==> src/clcd_pkg.sv <==
// Shared types, codes and the power-up command table of the character LCD console.
package clcd_pkg;

   localparam logic [2:0] REQ_PUT_CHAR  = 3'd0;
   localparam logic [2:0] REQ_CLEAR     = 3'd1;
   localparam logic [2:0] REQ_COMMIT    = 3'd2;
   localparam logic [2:0] REQ_DISP_CTRL = 3'd3;
   localparam logic [2:0] REQ_CURSOR    = 3'd4;
   localparam logic [2:0] REQ_INIT      = 3'd5;

   localparam logic [1:0] KIND_BYTE   = 2'd0;
   localparam logic [1:0] KIND_NIBBLE = 2'd1;
   localparam logic [1:0] KIND_WAIT   = 2'd2;

   localparam logic [2:0] WAIT_50US     = 3'd0;
   localparam logic [2:0] WAIT_2MS      = 3'd1;
   localparam logic [2:0] WAIT_5MS      = 3'd2;
   localparam logic [2:0] WAIT_10MS     = 3'd3;
   localparam logic [2:0] WAIT_200MS    = 3'd4;

   localparam logic       RS_CMD  = 1'b0;
   localparam logic       RS_DATA = 1'b1;

   localparam logic [7:0] CHAR_CR    = 8'd13;
   localparam logic [7:0] CHAR_LF    = 8'd10;
   localparam logic [7:0] CHAR_SPACE = 8'h20;

   localparam logic [7:0] CMD_SET_DDRAM   = 8'h80;
   localparam logic [7:0] CMD_DISP_CTRL   = 8'h08;
   localparam logic [7:0] CMD_FUNC_SET    = 8'h20;
   localparam logic [7:0] FUNC_TWO_LINES  = 8'h08;
   localparam logic [7:0] FUNC_FONT_TALL  = 8'h04;
   localparam logic [7:0] CMD_CLEAR       = 8'h01;
   localparam logic [7:0] CMD_HOME        = 8'h02;
   localparam logic [7:0] CMD_ENTRY_MODE  = 8'h06;
   localparam logic [7:0] CMD_SHIFT       = 8'h10;
   localparam logic [7:0] CMD_DISP_ON     = 8'h0C;
   localparam logic [7:0] NIB_WAKE        = 8'h03;
   localparam logic [7:0] NIB_4BIT        = 8'h02;

   localparam logic [3:0] INIT_STEPS = 4'd12;

   typedef struct packed {
      logic [1:0] kind;
      logic       reg_sel;
      logic [7:0] bus_value;
      logic [2:0] wait_code;
   } xfer_type;

   typedef enum logic [2:0] {
      SEL_INIT,
      SEL_LINE_CUR,
      SEL_CHAR,
      SEL_RESTORE,
      SEL_DISP,
      SEL_USER_CUR
   } emit_sel_type;

   typedef struct packed {
      logic         capture;
      logic         put_char;
      logic         clear;
      logic         emit;
      emit_sel_type sel;
      logic [3:0]   init_step;
      logic         last;
      logic         rd_en;
   } cmd_type;

   function automatic xfer_type init_xfer(logic [3:0] step, logic font_tall,
                                          logic multi_line);
      xfer_type x;
      x.kind      = KIND_BYTE;
      x.reg_sel   = RS_CMD;
      x.bus_value = CMD_DISP_CTRL;
      x.wait_code = WAIT_50US;
      case (step)
         4'd0: begin
            x.kind      = KIND_WAIT;
            x.bus_value = NIB_WAKE;
            x.wait_code = WAIT_200MS;
         end
         4'd1, 4'd2, 4'd3: begin
            x.kind      = KIND_NIBBLE;
            x.bus_value = NIB_WAKE;
            x.wait_code = WAIT_5MS;
         end
         4'd4: begin
            x.kind      = KIND_NIBBLE;
            x.bus_value = NIB_4BIT;
            x.wait_code = WAIT_10MS;
         end
         4'd5: x.bus_value = CMD_FUNC_SET | (multi_line ? FUNC_TWO_LINES : 8'h00)
                             | (font_tall ? FUNC_FONT_TALL : 8'h00);
         4'd6: x.bus_value = CMD_DISP_CTRL;
         4'd7: begin
            x.bus_value = CMD_CLEAR;
            x.wait_code = WAIT_2MS;
         end
         4'd8:  x.bus_value = CMD_ENTRY_MODE;
         4'd9:  x.bus_value = CMD_SHIFT;
         4'd10: x.bus_value = CMD_DISP_ON;
         4'd11: begin
            x.bus_value = CMD_HOME;
            x.wait_code = WAIT_2MS;
         end
         default: x.bus_value = CMD_DISP_CTRL;
      endcase
      return x;
   endfunction

endpackage

==> src/clcd_ram.sv <==
// Generic single-write, single-read RAM with registered read data.
module clcd_ram #(
   parameter int WIDTH = 8,
   parameter int DEPTH = 32
) (
   input  logic                     clock,
   input  logic                     wr_en,
   input  logic [$clog2(DEPTH)-1:0] wr_addr,
   input  logic [WIDTH-1:0]         wr_data,
   input  logic                     rd_en,
   input  logic [$clog2(DEPTH)-1:0] rd_addr,
   output logic [WIDTH-1:0]         rd_data
);

   logic [WIDTH-1:0] mem_ff [DEPTH];
   logic [WIDTH-1:0] rd_data_ff;

   always_ff @(posedge clock) begin
      if (wr_en) begin
         mem_ff[wr_addr] <= wr_data;
      end
      if (rd_en) begin
         rd_data_ff <= mem_ff[rd_addr];
      end
   end

   assign rd_data = rd_data_ff;

endmodule

==> src/clcd_ctrl.sv <==
// Request sequencer: decodes requests and steps through init and commit transfers.
module clcd_ctrl import clcd_pkg::*; #(
   parameter int NUM_LINES   = 2,
   parameter int NUM_COLUMNS = 16
) (
   input  logic                                         clock,
   input  logic                                         reset,
   input  logic                                         req_valid,
   output logic                                         req_ready,
   input  logic [2:0]                                   req_type,
   input  logic                                         out_free,
   output cmd_type                                      cmd,
   output logic [(NUM_LINES > 1 ? $clog2(NUM_LINES) : 1)-1:0] cmd_line,
   output logic [$clog2(NUM_LINES*NUM_COLUMNS)-1:0]     rd_addr
);

   localparam int LW = (NUM_LINES > 1) ? $clog2(NUM_LINES) : 1;
   localparam int CW = $clog2(NUM_COLUMNS);
   localparam int AW = $clog2(NUM_LINES*NUM_COLUMNS);

   typedef enum logic [2:0] {
      ST_IDLE,
      ST_SINGLE,
      ST_INIT,
      ST_LINE,
      ST_CHARS,
      ST_RESTORE
   } state_type;

   state_type    state_ff, state_in;
   emit_sel_type single_ff, single_in;
   logic [3:0]   step_ff, step_in;
   logic [LW-1:0] line_ff, line_in;
   logic [CW-1:0] col_ff, col_in;
   logic [AW-1:0] idx_ff, idx_in;

   always_comb begin
      state_in  = state_ff;
      single_in = single_ff;
      step_in   = step_ff;
      line_in   = line_ff;
      col_in    = col_ff;
      idx_in    = idx_ff;
      cmd       = '0;
      cmd.sel   = SEL_INIT;
      req_ready = 1'b0;
      rd_addr   = idx_ff;
      case (state_ff)
         ST_IDLE: begin
            req_ready = 1'b1;
            line_in   = '0;
            col_in    = '0;
            idx_in    = '0;
            step_in   = '0;
            if (req_valid) begin
               cmd.capture = 1'b1;
               case (req_type)
                  REQ_PUT_CHAR: cmd.put_char = 1'b1;
                  REQ_CLEAR:    cmd.clear = 1'b1;
                  REQ_COMMIT:   state_in = ST_LINE;
                  REQ_DISP_CTRL: begin
                     single_in = SEL_DISP;
                     state_in  = ST_SINGLE;
                  end
                  REQ_CURSOR: begin
                     single_in = SEL_USER_CUR;
                     state_in  = ST_SINGLE;
                  end
                  REQ_INIT: begin
                     cmd.clear = 1'b1;
                     state_in  = ST_INIT;
                  end
                  default: state_in = ST_IDLE;
               endcase
            end
         end
         ST_SINGLE: begin
            if (out_free) begin
               cmd.emit = 1'b1;
               cmd.sel  = single_ff;
               cmd.last = 1'b1;
               state_in = ST_IDLE;
            end
         end
         ST_INIT: begin
            if (out_free) begin
               cmd.emit      = 1'b1;
               cmd.sel       = SEL_INIT;
               cmd.init_step = step_ff;
               step_in       = step_ff + 4'd1;
               if (step_ff == INIT_STEPS - 4'd1) begin
                  state_in = ST_LINE;
               end
            end
         end
         ST_LINE: begin
            if (out_free) begin
               cmd.emit  = 1'b1;
               cmd.sel   = SEL_LINE_CUR;
               cmd.rd_en = 1'b1;
               rd_addr   = idx_ff;
               state_in  = ST_CHARS;
            end
         end
         ST_CHARS: begin
            if (out_free) begin
               cmd.emit = 1'b1;
               cmd.sel  = SEL_CHAR;
               idx_in   = AW'(idx_ff + 1'b1);
               if (col_ff == CW'(NUM_COLUMNS - 1)) begin
                  col_in = '0;
                  if (line_ff == LW'(NUM_LINES - 1)) begin
                     state_in = ST_RESTORE;
                  end else begin
                     line_in  = LW'(line_ff + 1'b1);
                     state_in = ST_LINE;
                  end
               end else begin
                  col_in    = CW'(col_ff + 1'b1);
                  cmd.rd_en = 1'b1;
                  rd_addr   = AW'(idx_ff + 1'b1);
               end
            end
         end
         ST_RESTORE: begin
            if (out_free) begin
               cmd.emit = 1'b1;
               cmd.sel  = SEL_RESTORE;
               cmd.last = 1'b1;
               state_in = ST_IDLE;
            end
         end
         default: state_in = ST_IDLE;
      endcase
   end

   assign cmd_line = line_ff;

   always_ff @(posedge clock) begin
      if (reset) begin
         state_ff  <= ST_IDLE;
         single_ff <= SEL_DISP;
         step_ff   <= '0;
         line_ff   <= '0;
         col_ff    <= '0;
         idx_ff    <= '0;
      end else begin
         state_ff  <= state_in;
         single_ff <= single_in;
         step_ff   <= step_in;
         line_ff   <= line_in;
         col_ff    <= col_in;
         idx_ff    <= idx_in;
      end
   end

   a_emit_into_free_slot: assert property (@(posedge clock) disable iff (reset)
      cmd.emit |-> out_free)
      else $error("transfer issued while output register is occupied");

   a_index_tracks_position: assert property (@(posedge clock) disable iff (reset)
      (state_ff == ST_CHARS) |->
         (int'(idx_ff) == int'(line_ff) * NUM_COLUMNS + int'(col_ff)))
      else $error("buffer index out of step with line and column");

   a_column_in_range: assert property (@(posedge clock) disable iff (reset)
      (int'(col_ff) < NUM_COLUMNS) && (int'(line_ff) < NUM_LINES))
      else $error("commit column or line beyond the display");

   a_last_only_on_emit: assert property (@(posedge clock) disable iff (reset)
      cmd.last |-> cmd.emit)
      else $error("last flag without a transfer");

endmodule

==> src/clcd_datapath.sv <==
// Text buffer, cursor, transfer formatting and the result register.
module clcd_datapath import clcd_pkg::*; #(
   parameter int NUM_LINES   = 2,
   parameter int NUM_COLUMNS = 16
) (
   input  logic                                         clock,
   input  logic                                         reset,
   input  cmd_type                                      cmd,
   input  logic [(NUM_LINES > 1 ? $clog2(NUM_LINES) : 1)-1:0] cmd_line,
   input  logic [$clog2(NUM_LINES*NUM_COLUMNS)-1:0]     rd_addr,
   output logic                                         out_free,
   input  logic                                         font_tall,
   input  logic [7:0]                                   req_glyph,
   input  logic                                         req_row,
   input  logic [3:0]                                   req_col,
   input  logic                                         req_disp_on,
   input  logic                                         req_cur_on,
   input  logic                                         req_cur_blink,
   output logic                                         rsp_valid,
   input  logic                                         rsp_ready,
   output logic [1:0]                                   rsp_transfer_kind,
   output logic                                         rsp_reg_sel,
   output logic [7:0]                                   rsp_bus_value,
   output logic [2:0]                                   rsp_wait_code,
   output logic                                         rsp_last
);

   localparam int LW    = (NUM_LINES > 1) ? $clog2(NUM_LINES) : 1;
   localparam int CW    = $clog2(NUM_COLUMNS);
   localparam int DEPTH = NUM_LINES * NUM_COLUMNS;
   localparam int AW    = $clog2(DEPTH);

   logic [LW-1:0]    cur_line_ff, cur_line_in;
   logic [CW-1:0]    cur_col_ff, cur_col_in;
   logic [DEPTH-1:0] valid_ff, valid_in;
   logic             vld_q_ff;
   logic             row_ff, disp_ff, curon_ff, blink_ff;
   logic [3:0]       col_req_ff;
   logic [AW:0]      pos_wide;
   logic [AW-1:0]    wr_addr;
   logic             wr_en;
   logic [7:0]       ram_q;
   logic [7:0]       char_q;
   logic [5:0]       user_col;
   logic [1:0]       user_line;
   xfer_type         xfer;
   logic             rsp_valid_ff;
   xfer_type         rsp_xfer_ff;
   logic             rsp_last_ff;

   function automatic logic [7:0] cursor_byte(logic [1:0] ln, logic [5:0] cl);
      logic [6:0] a;
      a = (ln[0] ? 7'h40 : 7'h00) + (ln[1] ? 7'(NUM_COLUMNS) : 7'h00) + {1'b0, cl};
      return CMD_SET_DDRAM | {1'b0, a};
   endfunction

   assign pos_wide = (AW+1)'(cur_line_ff) * (AW+1)'(NUM_COLUMNS) + (AW+1)'(cur_col_ff);
   assign wr_addr  = pos_wide[AW-1:0];
   assign wr_en    = cmd.put_char && (req_glyph != CHAR_CR)
                     && (req_glyph != CHAR_LF);

   always_comb begin
      cur_line_in = cur_line_ff;
      cur_col_in  = cur_col_ff;
      valid_in    = valid_ff;
      if (cmd.clear) begin
         cur_line_in = '0;
         cur_col_in  = '0;
         valid_in    = '0;
      end else if (cmd.put_char) begin
         if (req_glyph == CHAR_CR) begin
            cur_col_in = '0;
         end else if (req_glyph == CHAR_LF) begin
            cur_col_in = '0;
            if (cur_line_ff == LW'(NUM_LINES - 1)) begin
               cur_line_in = '0;
            end else begin
               cur_line_in = LW'(cur_line_ff + 1'b1);
            end
         end else begin
            valid_in[wr_addr] = 1'b1;
            if (cur_col_ff == CW'(NUM_COLUMNS - 1)) begin
               cur_col_in = '0;
            end else begin
               cur_col_in = CW'(cur_col_ff + 1'b1);
            end
         end
      end
   end

   clcd_ram #(
      .WIDTH (8),
      .DEPTH (DEPTH)
   ) u_text_ram (
      .clock   (clock),
      .wr_en   (wr_en),
      .wr_addr (wr_addr),
      .wr_data (req_glyph),
      .rd_en   (cmd.rd_en),
      .rd_addr (rd_addr),
      .rd_data (ram_q)
   );

   assign char_q = vld_q_ff ? ram_q : CHAR_SPACE;

   always_comb begin
      user_col = {2'b00, col_req_ff};
      if (user_col >= 6'(NUM_COLUMNS)) begin
         user_col = 6'(user_col - 6'(NUM_COLUMNS));
      end
      user_line = (NUM_LINES > 1) ? {1'b0, row_ff} : 2'b00;
   end

   always_comb begin
      xfer.kind      = KIND_BYTE;
      xfer.reg_sel   = RS_CMD;
      xfer.wait_code = WAIT_50US;
      xfer.bus_value = CMD_DISP_CTRL;
      case (cmd.sel)
         SEL_INIT:     xfer = init_xfer(cmd.init_step, font_tall, NUM_LINES > 1);
         SEL_LINE_CUR: xfer.bus_value = cursor_byte(2'(cmd_line), 6'd0);
         SEL_CHAR: begin
            xfer.reg_sel   = RS_DATA;
            xfer.bus_value = char_q;
         end
         SEL_RESTORE:  xfer.bus_value = cursor_byte(2'(cur_line_ff), 6'(cur_col_ff));
         SEL_DISP:     xfer.bus_value = CMD_DISP_CTRL | {5'b0, disp_ff, curon_ff, blink_ff};
         SEL_USER_CUR: xfer.bus_value = cursor_byte(user_line, user_col);
         default:      xfer.bus_value = CMD_DISP_CTRL;
      endcase
   end

   assign out_free = !rsp_valid_ff || rsp_ready;

   always_ff @(posedge clock) begin
      if (reset) begin
         cur_line_ff  <= '0;
         cur_col_ff   <= '0;
         valid_ff     <= '0;
         rsp_valid_ff <= 1'b0;
      end else begin
         cur_line_ff <= cur_line_in;
         cur_col_ff  <= cur_col_in;
         valid_ff    <= valid_in;
         if (cmd.emit) begin
            rsp_valid_ff <= 1'b1;
         end else if (rsp_ready) begin
            rsp_valid_ff <= 1'b0;
         end
      end
   end

   always_ff @(posedge clock) begin
      if (cmd.rd_en) begin
         vld_q_ff <= valid_ff[rd_addr];
      end
      if (cmd.capture) begin
         row_ff     <= req_row;
         col_req_ff <= req_col;
         disp_ff    <= req_disp_on;
         curon_ff   <= req_cur_on;
         blink_ff   <= req_cur_blink;
      end
      if (cmd.emit) begin
         rsp_xfer_ff <= xfer;
         rsp_last_ff <= cmd.last;
      end
   end

   assign rsp_valid         = rsp_valid_ff;
   assign rsp_transfer_kind = rsp_xfer_ff.kind;
   assign rsp_reg_sel       = rsp_xfer_ff.reg_sel;
   assign rsp_bus_value     = rsp_xfer_ff.bus_value;
   assign rsp_wait_code     = rsp_xfer_ff.wait_code;
   assign rsp_last          = rsp_last_ff;

   a_cursor_in_range: assert property (@(posedge clock) disable iff (reset)
      (int'(cur_col_ff) < NUM_COLUMNS) && (int'(cur_line_ff) < NUM_LINES))
      else $error("buffer cursor beyond the display");

   a_clear_empties_buffer: assert property (@(posedge clock) disable iff (reset)
      cmd.clear |=> (valid_ff == '0) && (cur_col_ff == '0) && (cur_line_ff == '0))
      else $error("clear left buffer contents or cursor behind");

   a_rsp_held_while_stalled: assert property (@(posedge clock) disable iff (reset)
      (rsp_valid && !rsp_ready) |=>
         (rsp_valid && $stable(rsp_xfer_ff) && $stable(rsp_last_ff)))
      else $error("transfer changed while waiting for acceptance");

endmodule

==> src/character_lcd_text_console.sv <==
// Top level of the character LCD text console: CSR port, sequencer and datapath.
//
//  channel  | handshake           | contents
//  ---------+---------------------+-----------------------------------------------
//  req      | req_valid/req_ready | request type, character, cursor target, flags
//  rsp      | rsp_valid/rsp_ready | one bus transfer: kind, RS, value, delay, last
//  csr      | APB-style, pready=1 | font_tall at byte address 0
//
// Put char and clear give no transfers. Every other request is accepted and then
// issues its transfers: commit gives NUM_LINES*(NUM_COLUMNS+1)+1 transfers, init
// twelve more, all through the single output register that the sequencer
// fills once per cycle. A stalled rsp_ready holds the sequence in place. Reset
// empties the text buffer at once through per-entry valid bits; no clearing
// pass is needed.
module character_lcd_text_console import clcd_pkg::*; #(
   parameter int NUM_LINES   = 2,
   parameter int NUM_COLUMNS = 16
) (
   input  logic        clock,
   input  logic        reset,
   input  logic        req_valid,
   output logic        req_ready,
   input  logic [2:0]  req_type,
   input  logic [7:0]  req_glyph,
   input  logic        req_row,
   input  logic [3:0]  req_col,
   input  logic        req_disp_on,
   input  logic        req_cur_on,
   input  logic        req_cur_blink,
   output logic        rsp_valid,
   input  logic        rsp_ready,
   output logic [1:0]  rsp_transfer_kind,
   output logic        rsp_reg_sel,
   output logic [7:0]  rsp_bus_value,
   output logic [2:0]  rsp_wait_code,
   output logic        rsp_last,
   input  logic        csr_psel,
   input  logic        csr_penable,
   input  logic        csr_pwrite,
   input  logic [2:0]  csr_paddr,
   input  logic [31:0] csr_pwdata,
   output logic [31:0] csr_prdata,
   output logic        csr_pready
);

   localparam int LW = (NUM_LINES > 1) ? $clog2(NUM_LINES) : 1;
   localparam int AW = $clog2(NUM_LINES*NUM_COLUMNS);

   cmd_type       cmd;
   logic          out_free;
   logic [LW-1:0] cmd_line;
   logic [AW-1:0] rd_addr;
   logic          font_tall_ff;
   logic          csr_wr;

   assign csr_pready = 1'b1;
   assign csr_wr     = csr_psel && csr_penable && csr_pwrite && csr_pready;
   assign csr_prdata = (csr_paddr[2] == 1'b0) ? {31'b0, font_tall_ff} : 32'b0;

   always_ff @(posedge clock) begin
      if (reset) begin
         font_tall_ff <= 1'b0;
      end else if (csr_wr && (csr_paddr[2] == 1'b0)) begin
         font_tall_ff <= csr_pwdata[0];
      end
   end

   clcd_ctrl #(
      .NUM_LINES   (NUM_LINES),
      .NUM_COLUMNS (NUM_COLUMNS)
   ) u_ctrl (
      .clock     (clock),
      .reset     (reset),
      .req_valid (req_valid),
      .req_ready (req_ready),
      .req_type  (req_type),
      .out_free  (out_free),
      .cmd       (cmd),
      .cmd_line  (cmd_line),
      .rd_addr   (rd_addr)
   );

   clcd_datapath #(
      .NUM_LINES   (NUM_LINES),
      .NUM_COLUMNS (NUM_COLUMNS)
   ) u_datapath (
      .clock             (clock),
      .reset             (reset),
      .cmd               (cmd),
      .cmd_line          (cmd_line),
      .rd_addr           (rd_addr),
      .out_free          (out_free),
      .font_tall         (font_tall_ff),
      .req_glyph         (req_glyph),
      .req_row           (req_row),
      .req_col           (req_col),
      .req_disp_on       (req_disp_on),
      .req_cur_on        (req_cur_on),
      .req_cur_blink     (req_cur_blink),
      .rsp_valid         (rsp_valid),
      .rsp_ready         (rsp_ready),
      .rsp_transfer_kind (rsp_transfer_kind),
      .rsp_reg_sel       (rsp_reg_sel),
      .rsp_bus_value     (rsp_bus_value),
      .rsp_wait_code     (rsp_wait_code),
      .rsp_last          (rsp_last)
   );

   a_no_accept_while_busy: assert property (@(posedge clock) disable iff (reset)
      (rsp_valid && !rsp_last) |-> !req_ready)
      else $error("request taken while a transfer sequence is running");

   a_config_write_lands: assert property (@(posedge clock) disable iff (reset)
      (csr_wr && (csr_paddr[2] == 1'b0)) |=> (font_tall_ff == $past(csr_pwdata[0])))
      else $error("font register write lost");

   a_last_closes_request: assert property (@(posedge clock) disable iff (reset)
      (rsp_valid && rsp_ready && rsp_last) |=> !(rsp_valid && !req_ready && $stable(rsp_last)
         && rsp_last))
      else $error("final transfer repeated");

endmodule
==> config.mk <==
export PLATFORM = sky130hd
export DESIGN_NAME = character_lcd_text_console
export DESIGN_NICKNAME = d
export VERILOG_FILES = /design/src/clcd_pkg.sv /design/src/clcd_ram.sv /design/src/clcd_ctrl.sv /design/src/clcd_datapath.sv /design/src/character_lcd_text_console.sv
export SDC_FILE = /design/constraint.sdc
export NUM_CORES = 1
export LEC_CHECK = 0
export BUFFER_PORTS_ARGS = -buffer_cell sky130_fd_sc_hd__clkbuf_2
export CAP_MARGIN = 10
export CORE_MARGIN = 2
export CORE_UTILIZATION = 35
export CTS_BUF_LIST = sky130_fd_sc_hd__clkbuf_2 sky130_fd_sc_hd__clkbuf_4 sky130_fd_sc_hd__clkbuf_8
export DETAILED_ROUTE_END_ITERATION = 6
export PLACE_DENSITY = 0.61
export SKIP_LAST_GASP = 1
export SLEW_MARGIN = 20
export SYNTH_ARGS = -nofsm -noshare
export SYNTH_HDL_FRONTEND = slang
export SYNTH_HIERARCHICAL = 1
export SYNTH_SLANG_ARGS = --single-unit
==> constraint.sdc <==
create_clock -name clock -period 5.2 [get_ports clock]
set_input_delay 0.52 -clock clock [delete_from_list [all_inputs] [get_ports clock]]
set_output_delay 0.52 -clock clock [all_outputs]
set_load 0.01 [all_outputs]
==> run summary <==
Synth-to-layout area growth -> 12.21%
Critical path origin -> u_ctrl/state_ff[2]
Final setup viols -> 0
Period utilisation layout -> 81.58%
Placed cell areas -> 0.01519 sq mm
Crit path max-delay cell type -> nor2_1
DRC Markers -> 0
Initial core utilization -> 35.50%
First-pass DRT Iterations -> 5
Inserted Clock Buffers -> 56
CTS Hold Bufs -> 0
Setup Crit Path Kind -> flop to flop
Relative slew slack -> 34.49%
Crit path buf inv count -> 1
Worst-path clk slew -> 0.06 ns
Worst EP arrival -> 4.46 ns
Hold Violations, Final -> 0
FILL cells -> 3787
DR iter-0 viols -> 606
Pwr Total -> 5.588 mW
Post-synth EDFFs -> 288
Most frequent cells in the layout -> edfxtp_1, nor2_1, mux4_2, clkbuf_8, dfxtp_1
Placer congestion estimate -> 0.7720
Ant. Diodes -> 0
All-layer global routing usage -> 13.98%
Worst-skew pair later-pin latency -> 0.62 ns
M3 GR Usage -> 3.192%
Worst EP required -> 5.42 ns
Fin Clk Skew -> 0.03053 ns
GR Overflow Total -> 0
Mean Syn Cell Area -> 16.11 sq um
Outcome -> completed
Initial antenna violation count -> 0
Ys async rst share -> 0%
Final Cell Area -> 0.01630 sq mm
Reg-to-Reg Start -> u_ctrl/state_ff[2]
Die ar. -> 0.04315 sq mm
Clk buf depth -> 3
Max rail drop VDD -> 240.4 uV
Synth area leaders -> edfxtp_1, mux4_2, dfxtp_1, nor2_1, buf_4
PostCTS Resize Cnt -> 0
Setup ws final -> 0.9579 ns
CP top delay family -> simple AND/OR/NAND/NOR gates
Fin nets -> 1034
Routed vias/inst -> 5.153
Cell taking the most area after synthesis -> edfxtp_1
Slowest stage delay, CP -> 0.81 ns
I/O pin count -> 111
Register area share after synthesis -> 67.38%
Crit-path max FO -> 39
Core area -> 0.04092 sq mm
Port-buffer cells -> 45
CTS tree -> built
Global routing's busiest layer -> met2
Min-Delay Path Class -> input port to flop
Post-synth top area share -> 59.53%
Final Util -> 39.83%
FMAX -> 235.7 MHz
Final setup TNS -> 0 ns
Multi-input gate area -> 0.004333 sq mm
Final Critical Period -> 4.242 ns
M1 GR Usage -> 19.63%
Mapped Area -> 0.01453 sq mm
Worst slew pin tran -> 0.9790 ns
Layout cell share with drive strength beyond 1 -> 25.32%
Most common cell after layout, fill and taps aside -> edfxtp_1
Row count -> 74
DRT antenna net count -> 0
HPWL after DPL -> 18.72 mm
First-pass GRT wire length -> 46.82 mm
Cell count after synthesis -> 902
H-tree levels -> 2
GR Layer Usage met2 -> 21.84%
Root Driver -> clkbuf_8
Vias post-DR -> 7931
Largest net degree at the start of global routing -> 69
Number of global-route vias before repair -> 7788
Critical path cell sequence -> nor3_2 -> and3_1 -> nor2b_1 -> o21a_1 -> buf_4 -> nand3b_1 -> nor2_1
Wirelength, routed -> 30.46 mm
Place WS -> 0.9727 ns
Crit path launch type -> flop
Slew Viols, Final -> 0
P_leak -> 5.187 nW
Ys flop type -> edfxtp_1
# Max-Cap Violations -> 0
Netlist cell types -> 64
Die span in y -> 207.7 um
Total clock sinks -> 345
Post-CTS Setup Bufs -> 0
RSZ-0062 raised after global routing -> no
Synth Register Bits -> 345
Ys Warns -> 6
Register Area -> 0.009789 sq mm
Min-delay src -> req_disp_on
Power per cell area -> 342.8 mW/mm^2
Die width -> 207.7 um
CP Capture Type -> flop
Drt wl/cell -> 19.79 um
## where the power goes
part / internal [mW] / switching [mW]
combinational: 0.0756 / 0.164
clock: 1.25 / 1.04
sequential: 3.03 / 0.0195
## routing by layer
layer	up-vias	share of wire (%)
li1	3601	-
met5	-	0.12
met3	47	6.4
met1	4031	46
met4	2	1.7
met2	250	46
## Yosys cell counts, types with 3 or more instances
| library cell | n |
|---|---|
| edfxtp_1 | 288 |
| nor2_1 | 99 |
| mux4_2 | 80 |
| dfxtp_1 | 57 |
| buf_4 | 40 |
| a31oi_1 | 37 |
| a21oi_1 | 29 |
| nand2_1 | 25 |
| mux2i_1 | 20 |
| clkbuf_1 | 19 |
| buf_2 | 12 |
| nor2b_1 | 12 |
| o21ai_0 | 12 |
| and2_1 | 11 |
| nand3_1 | 10 |
| mux2_2 | 9 |
| inv_1 | 8 |
| nand2b_1 | 8 |
| nor3_1 | 8 |
| buf_6 | 7 |
| ha_1 | 7 |
| a22oi_1 | 6 |
| buf_1 | 6 |
| nor3b_1 | 6 |
| nand3b_1 | 5 |
| xor2_1 | 5 |
| and3b_1 | 4 |
| nor4_1 | 4 |
| o31ai_1 | 4 |
| or3_1 | 4 |
| or3b_2 | 4 |
| xnor2_1 | 4 |
| a22o_1 | 3 |
| and3_1 | 3 |
| nand4b_1 | 3 |
| o211ai_1 | 3 |
| or2_1 | 3 |
## final cells by class
type / instances / share of cell area, %
sequential: 345 / 60.05
clock buffer: 83 / 6.240
tap: 532 / 4.083
multi-input combinational: 495 / 26.58
inverter: 8 / 0.1842
timing repair buffer: 60 / 2.303
clock inverter: 16 / 0.5603
## cell families after synthesis
family | count (synthesis) | share of synthesized area, %
other cells | 2 | 0.05169
mux | 111 | 14.66
fa+ha+maj | 7 | 0.6028
compound gates | 115 | 5.116
simple gates | 221 | 7.769
xor+xnor | 9 | 0.5426
buf+inv | 92 | 3.876
flops | 345 | 67.38
## path summary, 6_finish.rpt
| kind | to | slack, ns | cells past startpoint |
|---|---|---|---|
| max reg2reg | u_datapath/u_text_ram/mem_ff[10][2] | 0.96 | 7 |
| min reg2reg | u_datapath/valid_ff[2] | 0.46 | 2 |
| min | u_datapath/disp_ff | 0.1 | 1 |
| max | u_datapath/u_text_ram/mem_ff[10][2] | 0.96 | 7 |
## registers in the layout, summed over array words and instances (netlist names), 2 cells and up
name,cells
u_datapath/valid_ff,32
u_datapath/rsp_transfer_kind,2
u_datapath/cur_col_ff,4
u_datapath/rsp_bus_value,8
u_ctrl/idx_ff,5
u_datapath/rsp_wait_code,3
u_ctrl/col_ff,4
u_ctrl/state_ff,3
u_datapath/u_text_ram/rd_data,8
u_datapath/u_text_ram/mem_ff,256
u_datapath/col_req_ff,4
u_ctrl/step_ff,4
## through the flow
step                instances  hold slack (ns)
floorplan                 932           0.4361
global placement         1440           0.4453
detailed placement       1440           0.4546
CTS                      1539          0.06554
global route             1539          0.07635
finish                   1539          0.09512
(Power assumes the default switching activity.)
